$ cat src/rtl/seven_bit_group_unpacker_core_assert.svh
// Assertion macros used by the unpacker top level.
`ifndef SEVEN_BIT_GROUP_UNPACKER_CORE_ASSERT_SVH
`define SEVEN_BIT_GROUP_UNPACKER_CORE_ASSERT_SVH

`ifndef SYNTHESIS

// Same-cycle implication, disabled while reset is held.
`define SBU_ASSERT_IMPLIES(lbl, clk, rst_n, ante, cons) \
    lbl: assert property (@(posedge clk) disable iff (!rst_n) (ante) |-> (cons)) \
        else $error("unpacker same-cycle check failed");

// Next-cycle implication, disabled while reset is held.
`define SBU_ASSERT_NEXT(lbl, clk, rst_n, ante, cons) \
    lbl: assert property (@(posedge clk) disable iff (!rst_n) (ante) |=> (cons)) \
        else $error("unpacker next-cycle check failed");

`else

`define SBU_ASSERT_IMPLIES(lbl, clk, rst_n, ante, cons)
`define SBU_ASSERT_NEXT(lbl, clk, rst_n, ante, cons)

`endif

`endif

$ cat src/rtl/sbu_pkg.sv
// Shared types and constants of the seven-bit group unpacker.
package sbu_pkg;

    localparam int unsigned BYTE_W                = 8;
    localparam int unsigned CFG_W                 = 9;
    localparam int unsigned GROUP_SIZE            = 7;
    localparam int unsigned POS_W                 = 3;
    localparam int unsigned DEF_MAX_MESSAGE_BYTES = 256;
    localparam int unsigned DEF_QUEUE_DEPTH       = 2;

    localparam logic [CFG_W-1:0]  CFG_LEN_RESET = 9'd7;
    localparam logic [BYTE_W-1:0] START_MASK    = 8'h7F;

    // One restored group waiting to be sent out
    typedef struct packed {
        logic [GROUP_SIZE-1:0][BYTE_W-1:0] bytes;
        logic [BYTE_W-1:0]                 ovf;
        logic [POS_W-1:0]                  count;
        logic [BYTE_W-1:0]                 base_idx;
        logic                              ends_msg;
    } t_burst;

endpackage

$ cat src/rtl/sbu_front.sv
// Front end: length register, group capture and burst classification.
module sbu_front #(
    parameter int unsigned MAX_MESSAGE_BYTES = sbu_pkg::DEF_MAX_MESSAGE_BYTES
) (
    input  logic                       i_clk,
    input  logic                       i_rst_n,
    input  logic                       i_cfg_we,
    input  logic [sbu_pkg::CFG_W-1:0]  i_cfg_data,
    input  logic                       i_in_valid,
    input  logic [sbu_pkg::BYTE_W-1:0] i_raw_byte,
    input  logic                       i_q_full,
    output logic                       o_in_stall,
    output logic                       o_push,
    output sbu_pkg::t_burst            o_push_data
);
    import sbu_pkg::*;

    localparam int unsigned LEN_W = $clog2(MAX_MESSAGE_BYTES + 1);
    localparam int unsigned CMP_W = (LEN_W > CFG_W) ? LEN_W : CFG_W;

    logic [CFG_W-1:0]                  r_msg_len;
    logic [LEN_W-1:0]                  r_bytes_done, n_bytes_done;
    logic [POS_W-1:0]                  r_group_pos, n_group_pos;
    logic [GROUP_SIZE-1:0][BYTE_W-1:0] r_group;

    logic [CMP_W-1:0] w_len_raw;
    logic [CMP_W-1:0] w_len;
    logic [CMP_W-1:0] w_done;
    logic [CMP_W-1:0] w_left;
    logic [CMP_W-1:0] w_done_next;
    logic [POS_W-1:0] w_count;
    logic             w_accept;
    logic             w_is_data;

    // Clamp the configured length into 1 .. MAX_MESSAGE_BYTES
    always_comb begin
        w_len_raw = CMP_W'(r_msg_len);
        if (w_len_raw == '0) begin
            w_len_raw = CMP_W'(1);
        end
        w_len = (w_len_raw > CMP_W'(MAX_MESSAGE_BYTES)) ? CMP_W'(MAX_MESSAGE_BYTES) : w_len_raw;
    end

    // Restart the count when a shorter length has been written
    assign w_done  = (CMP_W'(r_bytes_done) >= w_len) ? '0 : CMP_W'(r_bytes_done);
    assign w_left  = w_len - w_done;
    assign w_count = (w_left < CMP_W'(GROUP_SIZE)) ? w_left[POS_W-1:0] : POS_W'(GROUP_SIZE);

    assign w_is_data   = (r_group_pos < w_count);
    assign o_in_stall  = i_q_full;
    assign w_accept    = i_in_valid && !i_q_full;
    assign w_done_next = w_done + CMP_W'(w_count);

    // Classify the beat: store a data byte or close the group
    always_comb begin
        n_group_pos  = r_group_pos;
        n_bytes_done = LEN_W'(w_done);
        o_push       = 1'b0;
        if (w_accept) begin
            if (w_is_data) begin
                n_group_pos = r_group_pos + POS_W'(1);
            end else begin
                o_push      = 1'b1;
                n_group_pos = '0;
                n_bytes_done = (w_done_next >= w_len) ? '0 : LEN_W'(w_done_next);
            end
        end else begin
            n_bytes_done = r_bytes_done;
        end
    end

    // Describe the finished group for the back end
    always_comb begin
        o_push_data.bytes    = r_group;
        o_push_data.ovf      = i_raw_byte;
        o_push_data.count    = w_count;
        o_push_data.base_idx = w_done[BYTE_W-1:0];
        o_push_data.ends_msg = (w_done_next == w_len);
    end

    // Control registers
    always_ff @(posedge i_clk) begin
        if (!i_rst_n) begin
            r_msg_len    <= CFG_LEN_RESET;
            r_bytes_done <= '0;
            r_group_pos  <= '0;
        end else begin
            if (i_cfg_we) begin
                r_msg_len <= i_cfg_data;
            end
            r_bytes_done <= n_bytes_done;
            r_group_pos  <= n_group_pos;
        end
    end

    // Hold the group's data bytes
    always_ff @(posedge i_clk) begin
        if (w_accept && w_is_data) begin
            r_group[r_group_pos] <= i_raw_byte;
        end
    end

endmodule

$ cat src/rtl/sbu_queue.sv
// Short queue of finished groups between the front and back ends.
module sbu_queue #(
    parameter int unsigned DEPTH = sbu_pkg::DEF_QUEUE_DEPTH
) (
    input  logic            i_clk,
    input  logic            i_rst_n,
    input  logic            i_push,
    input  sbu_pkg::t_burst i_push_data,
    input  logic            i_pop,
    output logic            o_full,
    output logic            o_valid,
    output sbu_pkg::t_burst o_pop_data
);
    import sbu_pkg::*;

    localparam int unsigned IDX_W = $clog2(DEPTH);
    localparam int unsigned CNT_W = $clog2(DEPTH + 1);

    t_burst           r_mem [DEPTH];
    logic [IDX_W-1:0] r_wr, r_rd;
    logic [CNT_W-1:0] r_cnt;
    logic             w_push, w_pop;

    assign o_full     = (r_cnt == CNT_W'(DEPTH));
    assign o_valid    = (r_cnt != '0);
    assign o_pop_data = r_mem[r_rd];
    assign w_push     = i_push && !o_full;
    assign w_pop      = i_pop && o_valid;

    // Advance pointers and the fill count
    always_ff @(posedge i_clk) begin
        if (!i_rst_n) begin
            r_wr  <= '0;
            r_rd  <= '0;
            r_cnt <= '0;
        end else begin
            if (w_push) begin
                r_wr <= (r_wr == IDX_W'(DEPTH - 1)) ? '0 : r_wr + IDX_W'(1);
            end
            if (w_pop) begin
                r_rd <= (r_rd == IDX_W'(DEPTH - 1)) ? '0 : r_rd + IDX_W'(1);
            end
            case ({w_push, w_pop})
                2'b10:   r_cnt <= r_cnt + CNT_W'(1);
                2'b01:   r_cnt <= r_cnt - CNT_W'(1);
                default: r_cnt <= r_cnt;
            endcase
        end
    end

    // Store the entry
    always_ff @(posedge i_clk) begin
        if (w_push) begin
            r_mem[r_wr] <= i_push_data;
        end
    end

endmodule

$ cat src/rtl/sbu_back.sv
// Back end: sends out the bytes of one restored group per burst.
module sbu_back (
    input  logic                       i_clk,
    input  logic                       i_rst_n,
    input  logic                       i_q_valid,
    input  sbu_pkg::t_burst            i_q_data,
    output logic                       o_pop,
    output logic                       o_out_valid,
    input  logic                       i_out_stall,
    output logic [sbu_pkg::BYTE_W-1:0] o_data_byte,
    output logic [sbu_pkg::BYTE_W-1:0] o_byte_index,
    output logic                       o_burst_last,
    output logic                       o_message_end
);
    import sbu_pkg::*;

    t_burst            r_desc;
    logic              r_busy;
    logic [POS_W-1:0]  r_pos;
    logic [BYTE_W-1:0] w_byte;
    logic              w_first;
    logic              w_accept;

    assign o_out_valid = r_busy;
    assign w_accept    = r_busy && !i_out_stall;
    assign w_byte      = r_desc.bytes[r_pos];
    assign w_first     = (r_pos == '0);

    // Restore the byte: drop the start marker on the first, merge the top bit
    always_comb begin
        o_data_byte = w_first ? (w_byte & START_MASK) : w_byte;
        o_data_byte[BYTE_W-1] = o_data_byte[BYTE_W-1] | r_desc.ovf[r_pos];
    end

    assign o_byte_index  = r_desc.base_idx + BYTE_W'(r_pos);
    assign o_burst_last  = (r_pos == r_desc.count - POS_W'(1));
    assign o_message_end = o_burst_last && r_desc.ends_msg;

    // Take the next group when idle or when the last beat leaves
    assign o_pop = i_q_valid && (!r_busy || (w_accept && o_burst_last));

    always_ff @(posedge i_clk) begin
        if (!i_rst_n) begin
            r_busy <= 1'b0;
            r_pos  <= '0;
        end else begin
            if (o_pop) begin
                r_busy <= 1'b1;
                r_pos  <= '0;
            end else if (w_accept) begin
                if (o_burst_last) begin
                    r_busy <= 1'b0;
                    r_pos  <= '0;
                end else begin
                    r_pos <= r_pos + POS_W'(1);
                end
            end
        end
    end

    // Load the group descriptor
    always_ff @(posedge i_clk) begin
        if (o_pop) begin
            r_desc <= i_q_data;
        end
    end

endmodule

$ cat src/rtl/seven_bit_group_unpacker_core.sv
// Top level of the seven-bit group unpacker.
//
// Input channel (i_in_valid / o_in_stall / i_raw_byte): raw serial bytes of a
// message, groups of up to seven data bytes each followed by an overflow byte.
// Output channel (o_out_valid / i_out_stall / o_data_byte, o_byte_index,
// o_burst_last, o_message_end): one restored data byte per beat.
// i_cfg_we / i_cfg_data write the message length (data bytes per message).
// Input beats are taken one per cycle unless the queue is full. A data byte produces nothing; the
// overflow byte closes the group, which goes into a two-entry burst queue.
// The first restored byte is offered once the group has passed the queue
// entry and the back end's descriptor register; a group of n bytes then
// leaves at one beat per cycle while i_out_stall is low, with the next
// queued group following without a gap.
// The input side stalls only while the burst queue is full, which happens when
// the receiver stalls long enough for two closed groups to pile up.
// While i_out_stall is high the output beat is held unchanged.
// Synchronous reset clears the group position, the message byte count and the
// queue, and sets the message length to seven.
`include "seven_bit_group_unpacker_core_assert.svh"

module seven_bit_group_unpacker_core #(
    parameter int unsigned MAX_MESSAGE_BYTES = sbu_pkg::DEF_MAX_MESSAGE_BYTES,
    parameter int unsigned QUEUE_DEPTH       = sbu_pkg::DEF_QUEUE_DEPTH
) (
    input  logic                       i_clk,
    input  logic                       i_rst_n,
    input  logic                       i_cfg_we,
    input  logic [sbu_pkg::CFG_W-1:0]  i_cfg_data,
    input  logic                       i_in_valid,
    output logic                       o_in_stall,
    input  logic [sbu_pkg::BYTE_W-1:0] i_raw_byte,
    output logic                       o_out_valid,
    input  logic                       i_out_stall,
    output logic [sbu_pkg::BYTE_W-1:0] o_data_byte,
    output logic [sbu_pkg::BYTE_W-1:0] o_byte_index,
    output logic                       o_burst_last,
    output logic                       o_message_end
);
    import sbu_pkg::*;

    logic   w_push;
    t_burst w_push_data;
    logic   w_q_full;
    logic   w_q_valid;
    logic   w_pop;
    t_burst w_pop_data;

    // Capture groups and classify beats
    sbu_front #(
        .MAX_MESSAGE_BYTES(MAX_MESSAGE_BYTES)
    ) u_front (
        .i_clk       (i_clk),
        .i_rst_n     (i_rst_n),
        .i_cfg_we    (i_cfg_we),
        .i_cfg_data  (i_cfg_data),
        .i_in_valid  (i_in_valid),
        .i_raw_byte  (i_raw_byte),
        .i_q_full    (w_q_full),
        .o_in_stall  (o_in_stall),
        .o_push      (w_push),
        .o_push_data (w_push_data)
    );

    // Decouple the two sides
    sbu_queue #(
        .DEPTH(QUEUE_DEPTH)
    ) u_queue (
        .i_clk       (i_clk),
        .i_rst_n     (i_rst_n),
        .i_push      (w_push),
        .i_push_data (w_push_data),
        .i_pop       (w_pop),
        .o_full      (w_q_full),
        .o_valid     (w_q_valid),
        .o_pop_data  (w_pop_data)
    );

    // Send out restored bytes
    sbu_back u_back (
        .i_clk         (i_clk),
        .i_rst_n       (i_rst_n),
        .i_q_valid     (w_q_valid),
        .i_q_data      (w_pop_data),
        .o_pop         (w_pop),
        .o_out_valid   (o_out_valid),
        .i_out_stall   (i_out_stall),
        .o_data_byte   (o_data_byte),
        .o_byte_index  (o_byte_index),
        .o_burst_last  (o_burst_last),
        .o_message_end (o_message_end)
    );

    // The end of a message always closes a burst
    `SBU_ASSERT_IMPLIES(a_end_is_last, i_clk, i_rst_n, o_out_valid && o_message_end, o_burst_last)

    // Within a burst the next byte follows at once with the next index
    `SBU_ASSERT_NEXT(a_burst_runs_on, i_clk, i_rst_n, o_out_valid && !i_out_stall && !o_burst_last, o_out_valid && (o_byte_index == 8'($past(o_byte_index) + 8'd1)))

    // An idle back end picks up a waiting group in the next cycle
    `SBU_ASSERT_NEXT(a_queue_drains, i_clk, i_rst_n, w_q_valid && !o_out_valid, o_out_valid)

endmodule

$ cat config.mk
export PLATFORM = sky130hd
export DESIGN_NAME = seven_bit_group_unpacker_core
export DESIGN_NICKNAME = d
export VERILOG_FILES = /design/src/rtl/sbu_pkg.sv /design/src/rtl/sbu_front.sv /design/src/rtl/sbu_queue.sv /design/src/rtl/sbu_back.sv /design/src/rtl/seven_bit_group_unpacker_core.sv
export VERILOG_INCLUDE_DIRS = /design/src /design/src/rtl
export SDC_FILE = /design/constraint.sdc
export NUM_CORES = 1
export LEC_CHECK = 0
export ABC_CLOCK_PERIOD_IN_PS = 8390
export BUFFER_PORTS_ARGS = -buffer_cell sky130_fd_sc_hd__buf_4
export CORE_ASPECT_RATIO = 0.5
export CORE_MARGIN = 4
export CORE_UTILIZATION = 40
export CTS_CLUSTER_DIAMETER = 30
export DETAILED_ROUTE_END_ITERATION = 10
export PLACE_DENSITY = 0.53
export SYNTH_ARGS = -nofsm -noshare
export SYNTH_HDL_FRONTEND = slang
export SYNTH_SLANG_ARGS = --single-unit
$ cat constraint.sdc
create_clock -name i_clk -period 8.39 [get_ports i_clk]
set_input_delay 0.839 -clock i_clk [delete_from_list [all_inputs] [get_ports i_clk]]
set_output_delay 0.839 -clock i_clk [all_outputs]
set_load 0.01 [all_outputs]
==> metrics.csv <==
stage;metric;value;unit
timing;min_period;7.31;ns
clock_network;cts_setup_buffers;0;
worst_setup_path;crit_path_max_fanout;9;
final_layout;fill_cells;2672;
timing;setup_viol;0;
global_routing;grtUsageTotal;14.3;%
yosys;synth_warnings;0;
yosys;synth.area.top_cells;edfxtp_1 67%, mux2_2 6.8%, dfxtp_1 4.6%;
routing;vias;6383;
timing;rsz0062_at_grt;no;
timing;period_share;87.1;%
timing;final.setup.tns;0;ns
worst_setup_path;crit_path_end_kind;flip-flop;
yosys;synth-seq-area-share;72.1;%
floorplanning;core_area;30700;sq um
worst_setup_path;rrSetupSlack;1.08;ns
global_routing;grt_pass1_vias;6833;
yosys;syn-num-nets;830;
clock_network;cts_resized;0;
global_routing;grt_max_degree;77;
worst_setup_path;cp.arrival;7.44;ns
floorplanning;die_w;259;um
yosys;yosys.area.top_type;edfxtp_1;
yosys;synth_common_cells;284 x edfxtp_1, 76 x mux2_2, 39 x ha_1, 39 x inv_1, 39 x nand2_1;
pwr;ir_worst_vdd;0.125;mV
placement;io_buffers;41;
floorplanning;die_area;34700;sq um
timing;drv_slew;0;
timing;max_freq;137;MHz
clock_network;cts_tree;done;
worst_setup_path;crit_required;8.53;ns
routing;routed_wl;24.2;mm
global_routing;grt_pass1_wl;38.2;mm
worst_setup_path;cpPeakStageDelay;0.97;ns
pwr;power;3.68;mW
timing;hold_viol_final;0;
yosys;synth-edff-count;284;
global_routing;overflow;0;
yosys;synthDistinctLibCells;59;
clock_network;cts-buffers-inserted;39;
clock_network;clock_latency;0.54;ns
clock_network;clock_path_buffers;3;
placement;dp.cells;1216;
clock_network;cts_max_level;2;
clock_network;hold_buffers;0;
final_layout;nNetsFinal;898;
routing;drt_iter0_drc;360;
floorplanning;rows;45;
routing;dr.pass1.iters;4;
yosys;ys.flop_type;edfxtp_1;
yosys;synth_area;12600;sq um
status;status;complete, no violations;
yosys;async_flop_share;0;%
pwr;p_leak;5.21;nW
routing;wire_per_inst;18.8;um
final_layout;instances_no_fill;1287;
yosys;yosysMostFrequentCell;edfxtp_1;
global_routing;antenna_found_initial;0;
clock_network;cts-root-buf;clkbuf_16;
yosys;syn_area_per_cell;16.5;sq um
yosys;synth_seq_cells;313;
worst_setup_path;critPathLaunchType;flip-flop;
timing;skew;0.0308;ns
final_layout;synthToLayoutAreaGrowth;17.5;%
floorplanning;die_h;134;um
timing;worstMarginPinSlew;1.18;ns
worst_setup_path;cp_slowest_cell;nor3b_2;
final_layout;drive_above_1_share;25.1;%
final_layout;diodes;0;
final_layout;final_util;48.3;%
yosys;synth_top_area_share;67.5;%
routing;antenna_left;0;
floorplanning;start_util;41.1;%
clock_network;clock_sinks;313;
yosys;synthCells;766;
routing;viasPerCell;4.96;
floorplanning;io_pins;42;
placement;dp.final_hpwl;14.3;mm
timing;relSlewSlack;21.0;%
pwr;powerDensity;248;nW/um^2
run;cap_violations;0;
worst_hold_path;hold_path_class;flip-flop to flip-flop;
worst_setup_path;crit_type;flip-flop to flip-flop;
clock_network;clk_pin_slew;0.06;ns
placement;globalplace.congestion;0.837;
routing;drc;0;
-- sequential cells by signal (all words and copies together), names as in the netlist --
signal / count
u_queue.r_mem: 152
u_front.r_bytes_done: 9
u_back.r_desc: 76
u_queue.r_wr: 1
u_front.o_push_data: 56
u_front.r_msg_len: 9
u_queue.r_rd: 1
u_front.r_group_pos: 3
u_back.o_out_valid: 1
u_queue.r_cnt: 2
u_back.r_pos: 3
-- through the flow --
stage	worst slack (ns)	instance area (sq um)	hold slack, ns
after floorplan	0.854	12600	0.421
after global placement	1.24	13500	0.422
after detailed placement	1.06	13500	0.431
after CTS	1.03	14800	0.434
after global routing	0.359	14800	0.431
final	1.08	14800	0.432
-- per-layer routing --
| metal | wire, um | up-vias | GRT usage (%) |
|---|---|---|---|
| met5 | 0 | - | 0 |
| li1 | - | 3057 | - |
| met3 | 831 | 47 | 3.11 |
| met1 | 10800 | 3196 | 18.0 |
| met4 | 539 | 0 | 4.31 |
| met2 | 12000 | 83 | 25.0 |
-- cell usage in the layout (no fill, tap or decap), types with 5 or more instances in the layout --
master	n
xnor2_1	16
mux2i_1	16
dfxtp_1	28
and2_1	6
nand3_1	6
a21oi_1	28
nor2_1	31
clkbuf_16	39
mux2_2	76
inv_1	37
bufinv_16	6
nand2_1	39
nor2b_1	10
o21ai_0	14
mux4_2	9
and3_1	7
ha_1	39
clkinv_1	7
a211oi_1	6
edfxtp_1	284
nand2b_1	5
xor2_1	7
a21o_1	8
a32o_1	9
clkinv_4	6
nor3_1	8
buf_4	51
-- cell families after synthesis --
group           after synthesis  synth area share, %
compound gates               88                 4.80
xor+xnor                     23                 1.59
fa+ha+maj                    42                 4.34
buf+inv                      66                 2.12
flops                       313                 72.1
mux                         101                 9.65
simple gates                133                 5.41
-- worst paths after layout --
kind,to,cells after the start,start
worst max register to register,u_front.o_push_data[36]$_DFFE_PP_,28,u_front.r_msg_len[4]$_SDFFE_PN0P_
worst min-delay path,u_queue.r_mem[0][36]$_DFFE_PP_,0,u_front.o_push_data[36]$_DFFE_PP_
worst min register to register,u_queue.r_mem[0][36]$_DFFE_PP_,0,u_front.o_push_data[36]$_DFFE_PP_
worst max-delay path,u_front.o_push_data[36]$_DFFE_PP_,28,u_front.r_msg_len[4]$_SDFFE_PN0P_
-- power by group --
group / switching, mW / internal [mW]
registers: 0.0191 / 1.74
logic: 0.117 / 0.0916
clock network: 0.651 / 1.06
total: 0.788 / 2.89
-- layout make-up --
class | count | area (sq um) | share of cell area (%)
well taps | 423 | 529 | 3.57
clock buffers | 42 | 997 | 6.72
clock inverters | 29 | 353 | 2.38
flip-flops and latches | 313 | 9110 | 61.4
repair buffers | 53 | 423 | 2.85
multi-input cells | 387 | 3280 | 22.1
inverters | 40 | 151 | 1.02
-- worst max-delay path, delay by kind of cell (launching register included) --
kind                     cells  cell delay, ns
AND/OR/NAND/NOR             13            3.92
XOR/XNOR                     1            0.16
adder cells (fa/ha/maj)      3            0.75
AO/OA/AOI/OAI                8            1.39
flip-flops                   1            0.32
buffers and inverters        3            0.40
Note: power is estimated with default switching activity, not from simulation.
